==> config.mk <==
export PLATFORM = sky130hd
export DESIGN_NAME = tandem_repeat_longest_run_unit
export DESIGN_NICKNAME = d
export VERILOG_FILES = /design/src/sv/trlr_pkg.sv /design/src/sv/trlr_run_core.sv /design/src/sv/trlr_report.sv /design/src/sv/tandem_repeat_longest_run_unit.sv
export SDC_FILE = /design/constraint.sdc
export NUM_CORES = 2
export LEC_CHECK = 0
export ABC_AREA = 1
export BUFFER_PORTS_ARGS = -buffer_cell sky130_fd_sc_hd__buf_2
export CORE_AREA = 8 8 347 349
export DETAILED_ROUTE_END_ITERATION = 12
export DIE_AREA = 0 0 355 357
export PLACE_DENSITY = 0.65
export SKIP_CTS_REPAIR_TIMING = 1
export SLEW_MARGIN = 0
export SYNTH_ARGS = -nofsm -noshare
export SYNTH_HDL_FRONTEND = slang
export SYNTH_HIERARCHICAL = 1
export SYNTH_SLANG_ARGS = --single-unit
==> constraint.sdc <==
create_clock -name clk -period 18.56 [get_ports clk]
set_input_delay 3.712 -clock clk [delete_from_list [all_inputs] [get_ports clk]]
set_output_delay 3.712 -clock clk [all_outputs]
set_load 0.02 [all_outputs]
==> src/sv/trlr_pkg.sv <==
package trlr_pkg;

    // Sizing of the block.
    localparam int MAX_MOTIFS   = 8;
    localparam int RUN_BITS     = 16;
    localparam int BASE_LIMIT   = 4;
    localparam int MOTIF_BITS   = 3;
    localparam int LONGEST_BITS = 16;
    localparam int MOTIF_WIDTH  = 8;
    localparam int TABLE_BITS   = 64;
    localparam int COUNT_BITS   = 4;

    localparam logic [RUN_BITS-1:0] RUN_MAX = '1;
    localparam logic [8:0]          RECENT_INVALID = 9'h1FF;

    // Configuration register indexes.
    localparam logic CFG_MOTIF_TABLE = 1'b0;
    localparam logic CFG_MOTIF_COUNT = 1'b1;

    typedef struct packed {
        logic [2:0] base;
        logic       final_base;
    } item_t;

    typedef struct packed {
        logic [MOTIF_BITS-1:0]   motif_index;
        logic [LONGEST_BITS-1:0] longest_run;
        logic                    report_end;
    } report_t;

    // Snapshot handed from the run core to the report stage on a final base.
    typedef struct packed {
        logic                                      valid;
        logic [MOTIF_BITS-1:0]                     last;
        logic [MAX_MOTIFS-1:0][LONGEST_BITS-1:0]   rows;
    } rpt_load_t;

    // Index of the last motif in use: a count of zero means one motif, and
    // a count above the table size is held at the table size.
    function automatic logic [MOTIF_BITS-1:0] active_last(input logic [COUNT_BITS-1:0] count);
        logic [COUNT_BITS-1:0] t;
        begin
            t = count - 4'd1;
            if (count == 4'd0)
            begin
                return '0;
            end
            else if (count > COUNT_BITS'(MAX_MOTIFS))
            begin
                return MOTIF_BITS'(MAX_MOTIFS - 1);
            end
            else
            begin
                return t[MOTIF_BITS-1:0];
            end
        end
    endfunction

    // Clamp a run count to the width of the report field.
    function automatic logic [LONGEST_BITS-1:0] clamp_run(input logic [RUN_BITS-1:0] v);
        logic [RUN_BITS+LONGEST_BITS-1:0] wide;
        begin
            wide = (RUN_BITS + LONGEST_BITS)'(v);
            if (wide > (RUN_BITS + LONGEST_BITS)'({LONGEST_BITS{1'b1}}))
            begin
                return '1;
            end
            else
            begin
                return wide[LONGEST_BITS-1:0];
            end
        end
    endfunction

endpackage

==> src/sv/trlr_run_core.sv <==
module trlr_run_core (
    input  logic                                  clk,
    input  logic                                  rst_n,
    input  logic                                  accept,
    input  trlr_pkg::item_t                       item,
    input  logic [trlr_pkg::TABLE_BITS-1:0]       motif_table,
    input  logic [trlr_pkg::MOTIF_BITS-1:0]       last_motif,
    output trlr_pkg::rpt_load_t                   load
);

    logic [8:0] recent_reg, recent_next;
    logic [1:0] fill_reg, fill_next;
    logic [1:0] phase_reg, phase_next;
    logic [trlr_pkg::RUN_BITS-1:0] run_reg  [trlr_pkg::MAX_MOTIFS][4];
    logic [trlr_pkg::RUN_BITS-1:0] run_next [trlr_pkg::MAX_MOTIFS][4];
    logic [trlr_pkg::RUN_BITS-1:0] best_reg  [trlr_pkg::MAX_MOTIFS];
    logic [trlr_pkg::RUN_BITS-1:0] best_next [trlr_pkg::MAX_MOTIFS];
    logic [7:0] window;

    // Oldest base sits in the low bits of the window, as in the motif byte.
    assign window = {item.base[1:0], recent_reg[1:0], recent_reg[4:3], recent_reg[7:6]};

    always_comb
    begin
        logic [trlr_pkg::RUN_BITS-1:0] inc_run;
        inc_run     = '0;
        recent_next = recent_reg;
        fill_next   = fill_reg;
        phase_next  = phase_reg;
        run_next    = run_reg;
        best_next   = best_reg;
        load.valid  = 1'b0;
        load.last   = last_motif;
        if (accept)
        begin
            if (item.base >= 3'(trlr_pkg::BASE_LIMIT))
            begin
                for (int m = 0; m < trlr_pkg::MAX_MOTIFS; m++)
                begin
                    for (int p = 0; p < 4; p++)
                    begin
                        run_next[m][p] = '0;
                    end
                end
                recent_next = trlr_pkg::RECENT_INVALID;
                fill_next   = 2'd0;
            end
            else
            begin
                if (fill_reg == 2'd3)
                begin
                    for (int m = 0; m < trlr_pkg::MAX_MOTIFS; m++)
                    begin
                        if (3'(m) <= last_motif)
                        begin
                            if (motif_table[m*trlr_pkg::MOTIF_WIDTH +: trlr_pkg::MOTIF_WIDTH]
                                == window)
                            begin
                                inc_run = (run_reg[m][phase_reg] == trlr_pkg::RUN_MAX)
                                          ? trlr_pkg::RUN_MAX
                                          : run_reg[m][phase_reg] + 1'b1;
                                run_next[m][phase_reg] = inc_run;
                                if (inc_run > best_reg[m])
                                begin
                                    best_next[m] = inc_run;
                                end
                            end
                            else
                            begin
                                run_next[m][phase_reg] = '0;
                            end
                        end
                    end
                end
                recent_next = {recent_reg[5:0], item.base};
                if (fill_reg != 2'd3)
                begin
                    fill_next = fill_reg + 2'd1;
                end
            end
            phase_next = phase_reg + 2'd1;
        end
        for (int m = 0; m < trlr_pkg::MAX_MOTIFS; m++)
        begin
            load.rows[m] = trlr_pkg::clamp_run(best_next[m]);
        end
        // The final base is counted, reported, then the sequence state clears.
        if (accept && item.final_base)
        begin
            load.valid  = 1'b1;
            recent_next = trlr_pkg::RECENT_INVALID;
            fill_next   = 2'd0;
            phase_next  = 2'd0;
            for (int m = 0; m < trlr_pkg::MAX_MOTIFS; m++)
            begin
                best_next[m] = '0;
                for (int p = 0; p < 4; p++)
                begin
                    run_next[m][p] = '0;
                end
            end
        end
    end

    always_ff @(posedge clk or negedge rst_n)
    begin
        if (!rst_n)
        begin
            recent_reg <= trlr_pkg::RECENT_INVALID;
            fill_reg   <= 2'd0;
            phase_reg  <= 2'd0;
            for (int m = 0; m < trlr_pkg::MAX_MOTIFS; m++)
            begin
                best_reg[m] <= '0;
                for (int p = 0; p < 4; p++)
                begin
                    run_reg[m][p] <= '0;
                end
            end
        end
        else
        begin
            recent_reg <= recent_next;
            fill_reg   <= fill_next;
            phase_reg  <= phase_next;
            best_reg   <= best_next;
            run_reg    <= run_next;
        end
    end

    a_final_clears: assert property (@(posedge clk) disable iff (!rst_n)
        (accept && item.final_base) |=> (phase_reg == 2'd0 && fill_reg == 2'd0))
        else $error("sequence state not cleared after final base");

    a_break_clears: assert property (@(posedge clk) disable iff (!rst_n)
        (accept && item.base >= 3'(trlr_pkg::BASE_LIMIT))
        |=> (fill_reg == 2'd0 && recent_reg == trlr_pkg::RECENT_INVALID))
        else $error("non-ACGT symbol did not break the window");

    a_full_window: assert property (@(posedge clk) disable iff (!rst_n)
        (fill_reg == 2'd3) |-> (!recent_reg[8] && !recent_reg[5] && !recent_reg[2]))
        else $error("full window holds an invalid base");

endmodule

==> src/sv/trlr_report.sv <==
module trlr_report (
    input  logic                 clk,
    input  logic                 rst_n,
    input  trlr_pkg::rpt_load_t  load,
    output logic                 busy,
    output logic                 report_valid,
    input  logic                 report_stall,
    output trlr_pkg::report_t    report
);

    logic [trlr_pkg::LONGEST_BITS-1:0] rows_reg [trlr_pkg::MAX_MOTIFS];
    logic [trlr_pkg::MOTIF_BITS-1:0]   idx_reg;
    logic [trlr_pkg::MOTIF_BITS-1:0]   last_reg;
    logic                              busy_reg;
    logic                              take;

    assign take               = busy_reg && !report_stall;
    assign busy               = busy_reg;
    assign report_valid       = busy_reg;
    assign report.motif_index = idx_reg;
    assign report.longest_run = rows_reg[idx_reg];
    assign report.report_end  = (idx_reg == last_reg);

    always_ff @(posedge clk or negedge rst_n)
    begin
        if (!rst_n)
        begin
            busy_reg <= 1'b0;
            idx_reg  <= '0;
            last_reg <= '0;
        end
        else if (load.valid)
        begin
            busy_reg <= 1'b1;
            idx_reg  <= '0;
            last_reg <= load.last;
        end
        else if (take)
        begin
            if (idx_reg == last_reg)
            begin
                busy_reg <= 1'b0;
            end
            else
            begin
                idx_reg <= idx_reg + 1'b1;
            end
        end
    end

    always_ff @(posedge clk)
    begin
        if (load.valid)
        begin
            for (int m = 0; m < trlr_pkg::MAX_MOTIFS; m++)
            begin
                rows_reg[m] <= load.rows[m];
            end
        end
    end

    a_no_overlap: assert property (@(posedge clk) disable iff (!rst_n)
        load.valid |-> !busy_reg)
        else $error("report loaded while a report is still draining");

    a_idx_range: assert property (@(posedge clk) disable iff (!rst_n)
        busy_reg |-> (idx_reg <= last_reg))
        else $error("report row beyond last motif");

    a_end_stops: assert property (@(posedge clk) disable iff (!rst_n)
        (take && report.report_end && !load.valid) |=> !busy_reg)
        else $error("report kept running after its last row");

endmodule

==> src/sv/tandem_repeat_longest_run_unit.sv <==
// Short tandem repeat counter: one DNA base word is taken per cycle on the item channel
// and checked, as the newest base of a four-base window, against up to eight four-base
// motifs from the motif_table register (motif_count says how many are in use). For each
// motif the block keeps a run count for each of the four alignments and the longest run
// so far; a symbol other than A, C, G or T breaks every run. When a word marked
// final_base is taken, the block reports one row per motif in use on the report channel,
// starting in the next cycle and giving one row per cycle while report_stall is low, with
// report_end on the last row; all counters clear at once, so the next sequence may start
// in the following cycle. The rate is one base per cycle, set by the single registered
// pass of the run core. The only hold-off comes from the report stage, which holds one
// report: a further final base is stalled until the previous report has drained.
// Configuration is written through the cfg channel, which is always ready; the user must
// write it only while the block is idle, as the block itself does not enforce this.
module tandem_repeat_longest_run_unit (
    input  logic                                  clk,
    input  logic                                  rst_n,
    input  logic                                  item_valid,
    output logic                                  item_stall,
    input  trlr_pkg::item_t                       item,
    output logic                                  report_valid,
    input  logic                                  report_stall,
    output trlr_pkg::report_t                     report,
    input  logic                                  cfg_valid,
    output logic                                  cfg_ready,
    input  logic                                  cfg_index,
    input  logic [trlr_pkg::TABLE_BITS-1:0]       cfg_data
);

    logic [trlr_pkg::TABLE_BITS-1:0] motif_table_reg;
    logic [trlr_pkg::COUNT_BITS-1:0] motif_count_reg;
    logic [trlr_pkg::MOTIF_BITS-1:0] last_motif;
    logic                            accept;
    logic                            rpt_busy;
    trlr_pkg::rpt_load_t             load;

    // Configuration writes always complete in the cycle they are offered.
    assign cfg_ready = 1'b1;

    always_ff @(posedge clk or negedge rst_n)
    begin
        if (!rst_n)
        begin
            motif_table_reg <= '0;
            motif_count_reg <= 4'd1;
        end
        else if (cfg_valid && cfg_ready)
        begin
            unique case (cfg_index)
                trlr_pkg::CFG_MOTIF_TABLE: motif_table_reg <= cfg_data;
                trlr_pkg::CFG_MOTIF_COUNT: motif_count_reg <= cfg_data[trlr_pkg::COUNT_BITS-1:0];
                default:                   motif_table_reg <= motif_table_reg;
            endcase
        end
    end

    assign last_motif = trlr_pkg::active_last(motif_count_reg);

    // Only a final base has to wait, and only while the previous report drains.
    assign item_stall = rpt_busy && item.final_base;
    assign accept     = item_valid && !item_stall;

    trlr_run_core u_core (
        .clk         (clk),
        .rst_n       (rst_n),
        .accept      (accept),
        .item        (item),
        .motif_table (motif_table_reg),
        .last_motif  (last_motif),
        .load        (load)
    );

    trlr_report u_report (
        .clk          (clk),
        .rst_n        (rst_n),
        .load         (load),
        .busy         (rpt_busy),
        .report_valid (report_valid),
        .report_stall (report_stall),
        .report       (report)
    );

    a_final_reports: assert property (@(posedge clk) disable iff (!rst_n)
        (accept && item.final_base) |=> (report_valid && report.motif_index == '0))
        else $error("final base did not start a report");

    a_stall_only_final: assert property (@(posedge clk) disable iff (!rst_n)
        item_stall |-> (item.final_base && report_valid))
        else $error("input stalled without a pending report");

    a_last_row_index: assert property (@(posedge clk) disable iff (!rst_n)
        (report_valid && report.report_end) |-> (report.motif_index == last_motif))
        else $error("report ended on the wrong motif");

endmodule
Word level (Yosys, flattened, before mapping)
Memory sizes are Yosys's and may differ from the RTL's. Index checks and enable logic that the tools add are counted.

Add/subtract/negate cells: 12. Multipliers: 0. Divide/modulo/power cells: 0. Magnitude comparators: 20. Eq/ne operators: 20. Shift operators: 0. Mux-type cells: 110. Bitwise logic cells: 11. Reductions and logical operators: 34.

Operators with widths (count): $mux 512 (4); $mux 64 (16); $mux 16 (49); $and 64x64->64 (8); $bwmux 64 (8); $mux 128 (4); $bmux 16 s2 (8); $add 16x1->16 const B (8); $eq 16x16->1 const B (8); $gt 16x16->1 (8); $eq 8x8->1 (8); $not 64->64 (1); $demux 16 s2 (1); $reduce_bool 3->1 (10); $mux 8 (3); $reduce_and 3->1 (8); $mux 3 (5); $le 3x3->1 const A (4); $mux 2 (6); $reduce_and 2->1 (5); $ge 3x3->1 const B (2); $le 1x3->1 const A (2); $le 2x3->1 const A (2); $mux 1 (6); 15 further kinds (23).

Bits in registers: 727. Bits in latches: 0. RAM bits: 128. Memory bits (read-only): 0. Input port bits: 74. Output and inout port bits: 23. Memories: 1.

Memory list: u_report.rows_reg (words 8, width 16, read ports 1, clocked after Yosys merged registers in 0, write ports 8, RTL line trlr_report.sv:11) `logic [trlr_pkg::LONGEST_BITS-1:0] rows_reg [trlr_pkg::MAX_MOTIFS];`.

Logic depth before layout (Yosys ltp)
Depth after elaboration: 14. Mapped depth: 30. Mapped depth without buffers: 26.

Hierarchy
Netlist, hierarchy kept.

Modules (own cells, without submodules): trlr_run_core (instances 1, cells each 7978, area an instance 48806.8 µm², seq. area each 16273.1 µm²); trlr_report (instances 1, cells each 408, area an instance 5326.4 µm², seq. area each 4018.9 µm²); tandem_repeat_longest_run_unit (instances 1, cells each 311, area an instance 2758.9 µm², seq. area each 1702.9 µm²).

Worst setup path after synthesis
No wires, ideal clock.

Path kind: input to register. Start point: in item[0] (netlist name). End point: reg u_report/idx_reg[2] (netlist name). Library setup time: 124 ps. Data arrival time: 9783 ps. Data required time: 18436 ps. Slack: 8654 ps. Stages on the path: 13. Cell sequence: nand2_1 inv_1 nor2_1 nand2_1 inv_1 clkbuf_1 clkbuf_1 clkbuf_1 inv_1 nand4_1 nand2_1 nand2_1 nand2_1.

RTL lines: start, declared (RTL line tandem_repeat_longest_run_unit.sv:19) `input trlr_pkg::item_t item,`; end signal, assigned (RTL line trlr_report.sv:46) `idx_reg <= idx_reg + 1'b1;`; end, declared (RTL line trlr_report.sv:12) `logic [trlr_pkg::MOTIF_BITS-1:0] idx_reg;`.

Worst setup path in the final report
Start point: in item[0] (netlist name). End point: out item_stall.

Cells in the longest elaborated chain, start to end: 1.

Ends and longest elaborated chain: $logic_and 1x1->1 (RTL line tandem_repeat_longest_run_unit.sv:59) `assign item_stall = rpt_busy && item.final_base;`; end, declared (RTL line tandem_repeat_longest_run_unit.sv:18) `output logic item_stall,`.

Every way passes these cells.

==> flow_summary_export.csv <==
group,metric,value,unit
outcome,status,"finished, final reports clean",
floorplan,num_rows,125,
job,maxCapViolations,0,
route,final_antenna_net_count,0,
timing,rsz0062_at_grt,"false",
global_route,globalRouteOverflowTotal,0,
power,p_leak,28.8,nW
place,gp_congestion,0.942,
timing,fin_setup_tns,0,ns
floorplan,start_util,0.494,
setup_path,critical_path_class,"in2out",
hold_path,min_from,"motif_table_reg[52]$_DFFE_PN0P_",
final_layout,final_util,0.532,
setup_path,worstPathArrival,4.15,ns
synth,synth_seq_cells,853,
timing,relSlewSlack,0.144,
cts,cts-buffers-inserted,103,
floorplan,core_area,0.115,mm^2
route,drt_pass1_iterations,7,
synth,synthesis.nets,8914,
global_route,grt_pass1_vias,52700,
synth,yosysWarnings,6,
setup_path,cp-end-kind,"output port",
floorplan,die_w,355,um
place,numPortBuffers,95,
synth,synth_top_flop_cell,"dfrtp_1",
final_layout,final.fill_count,11400,
floorplan,die_height,357,um
setup_path,start_kind,"input pin",
final_layout,nNetsFinal,8659,
final_layout,final_cell_mix,"nand2_1, a21oi_1, dfrtp_1",
route,wire_per_inst,18.4,um
timing,clock_skew,0.0247,ns
synth,syn_avg_cell_area,6.54,um^2
setup_path,crit_start,"item[0]",
final_layout,drive_gt1_frac,0.0634,
final_layout,syn_to_final_growth,7.58,%
timing,post-route-period-util,0.424,
synth,synthArstFlopShare,0.850,
cts,path_clk_slew,0.05,ns
setup_path,reg2reg_from,"u_core/phase_reg[0]$_DFFE_PN0N_",
cts,cts_max_level,3,
place,post-place-ws,10.21,ns
route,route.detailed.drc,0,
power,power,7.27,mW
place,dp.cells,9861,
timing,worst_slack,10.69,ns
setup_path,required,14.85,ns
route,wl,185000,um
place,dpl-instance-area,0.0577,mm^2
cts,cts-root-buf,"clkbuf_16",
cts,cts_tree,"built",
global_route,grt_first_pass_wirelength,294000,um
cts,clock_latency,0.70,ns
synth,ys_types,45,
synth,synth_seq_area_share,0.387,
route,via_count,56900,
timing,hold_viol_final,0,
route,drt_first_iter_violations,6226,
timing,fmax,127,MHz
timing,tightest_slew,1.28,ns
power,ir_drop,79.3,uV
synth,netlist_area,0.0569,mm^2
global_route,antenna_found_initial,0,
timing,fin_crit,7.87,ns
place,dp_hpwl,116000,um
setup_path,worstPathMaxFanout,4,
timing,setup_viol,0,
final_layout,largest_reg_flops,512,
cts,cts_buffer_depth,3,
floorplan,ioPinCount,97,
route,vias_per_cell,5.65,
final_layout,final_common_cell,"nand2_1",
global_route,grt_max_degree,175,
cts,cts.sinks,853,
hold_path,min_path_type,"reg2reg",
synth,synth_edf_count,128,
power,cellPowerDensity,119,mW/mm^2
timing,drv_slew,0,
timing,holdWs,0.488,ns
floorplan,die_area,0.127,mm^2
final_layout,design_area,0.0612,mm^2
synth,syn-instance-count,8697,
global_route,grt_usage,0.282,
final_layout,instances_no_fill,10100,
-- kinds of logic (layout without fill, tap and decap cells) --
| group | Yosys count | in the layout | share of synthesized area |
|---|---|---|---|
| other | 1 | 2 | 0.0000659 |
| buffers and inverters | 1004 | 838 | 0.0735 |
| xor gates and xnor gates | 68 | 68 | 0.0105 |
| AOI/OAI and AO/OA | 1221 | 1221 | 0.111 |
| and+or+nand+nor | 5407 | 5407 | 0.387 |
| DFF | 853 | 853 | 0.387 |
| adders and majority gates | 143 | 143 | 0.0314 |
-- cell type report --
type	count	area, um^2	share of cell area
multi-input cells	6840	30900	0.504
flip-flops and latches	853	22000	0.360
clock buffers	147	2970	0.0485
well taps	1524	1910	0.0312
inverters	474	1820	0.0298
repair buffers	170	1090	0.0177
clock inverters	47	553	0.00904
diodes	1	2.50	0.0000409
-- synthesized netlist by cell type, types with 9 or more instances --
cell | number | area [um^2]
nand2_1 | 3951 | 14800
a21oi_1 | 743 | 3720
dfrtp_1 | 718 | 18000
nor2_1 | 515 | 1930
nand3_1 | 476 | 2380
inv_1 | 445 | 1670
clkbuf_1 | 306 | 1150
nor3_1 | 298 | 1490
o21ai_0 | 217 | 1090
o21ai_1 | 168 | 841
ha_1 | 143 | 1790
edfxtp_1 | 128 | 3840
buf_2 | 109 | 546
nand3_2 | 71 | 711
xor2_1 | 62 | 543
buf_1 | 54 | 203
buf_4 | 41 | 308
o22ai_1 | 32 | 200
nand2_2 | 31 | 194
nand4_1 | 26 | 163
inv_2 | 24 | 90.1
o21ai_2 | 20 | 175
buf_6 | 16 | 180
o21bai_1 | 15 | 113
nor2_2 | 12 | 75.1
and2_1 | 9 | 56.3
-- layer usage --
layer	vias up	global-route usage	routed length [um]
li1	27300	-	-
met1	27000	0.396	82100
met2	2229	0.450	83600
met3	329	0.0451	14300
met4	0	0.0836	5070
met5	-	0	0
-- worst max-delay path, stage by stage --
cell,delay (ns)
buf_2,0.13
nand2_1,0.06
inv_1,0.08
buf_2,0.16
-- power by group --
part | switching, mW | internal, mW
clock | 0.877 | 1.24
sequential | 0.0970 | 1.99
combinational | 2.34 | 0.724
total | 3.31 | 3.96
-- final timing paths --
path	end	slack [ns]	cells after the start
worst max-delay path	item_stall	10.69	4
worst min-delay path	motif_table_reg[52]$_DFFE_PN0P_	0.49	2
worst max register to register	u_report/rows_reg[6][10]$_DFFE_PP_	10.98	21
worst min register to register	motif_table_reg[52]$_DFFE_PN0P_	0.49	2
max in group asynchronous	u_core/run_reg[391]$_DFFE_PN0P_	12.41	4
min in group asynchronous	u_core/run_reg[302]$_DFFE_PN0P_	2.96	1
(Power assumes the default switching activity.)
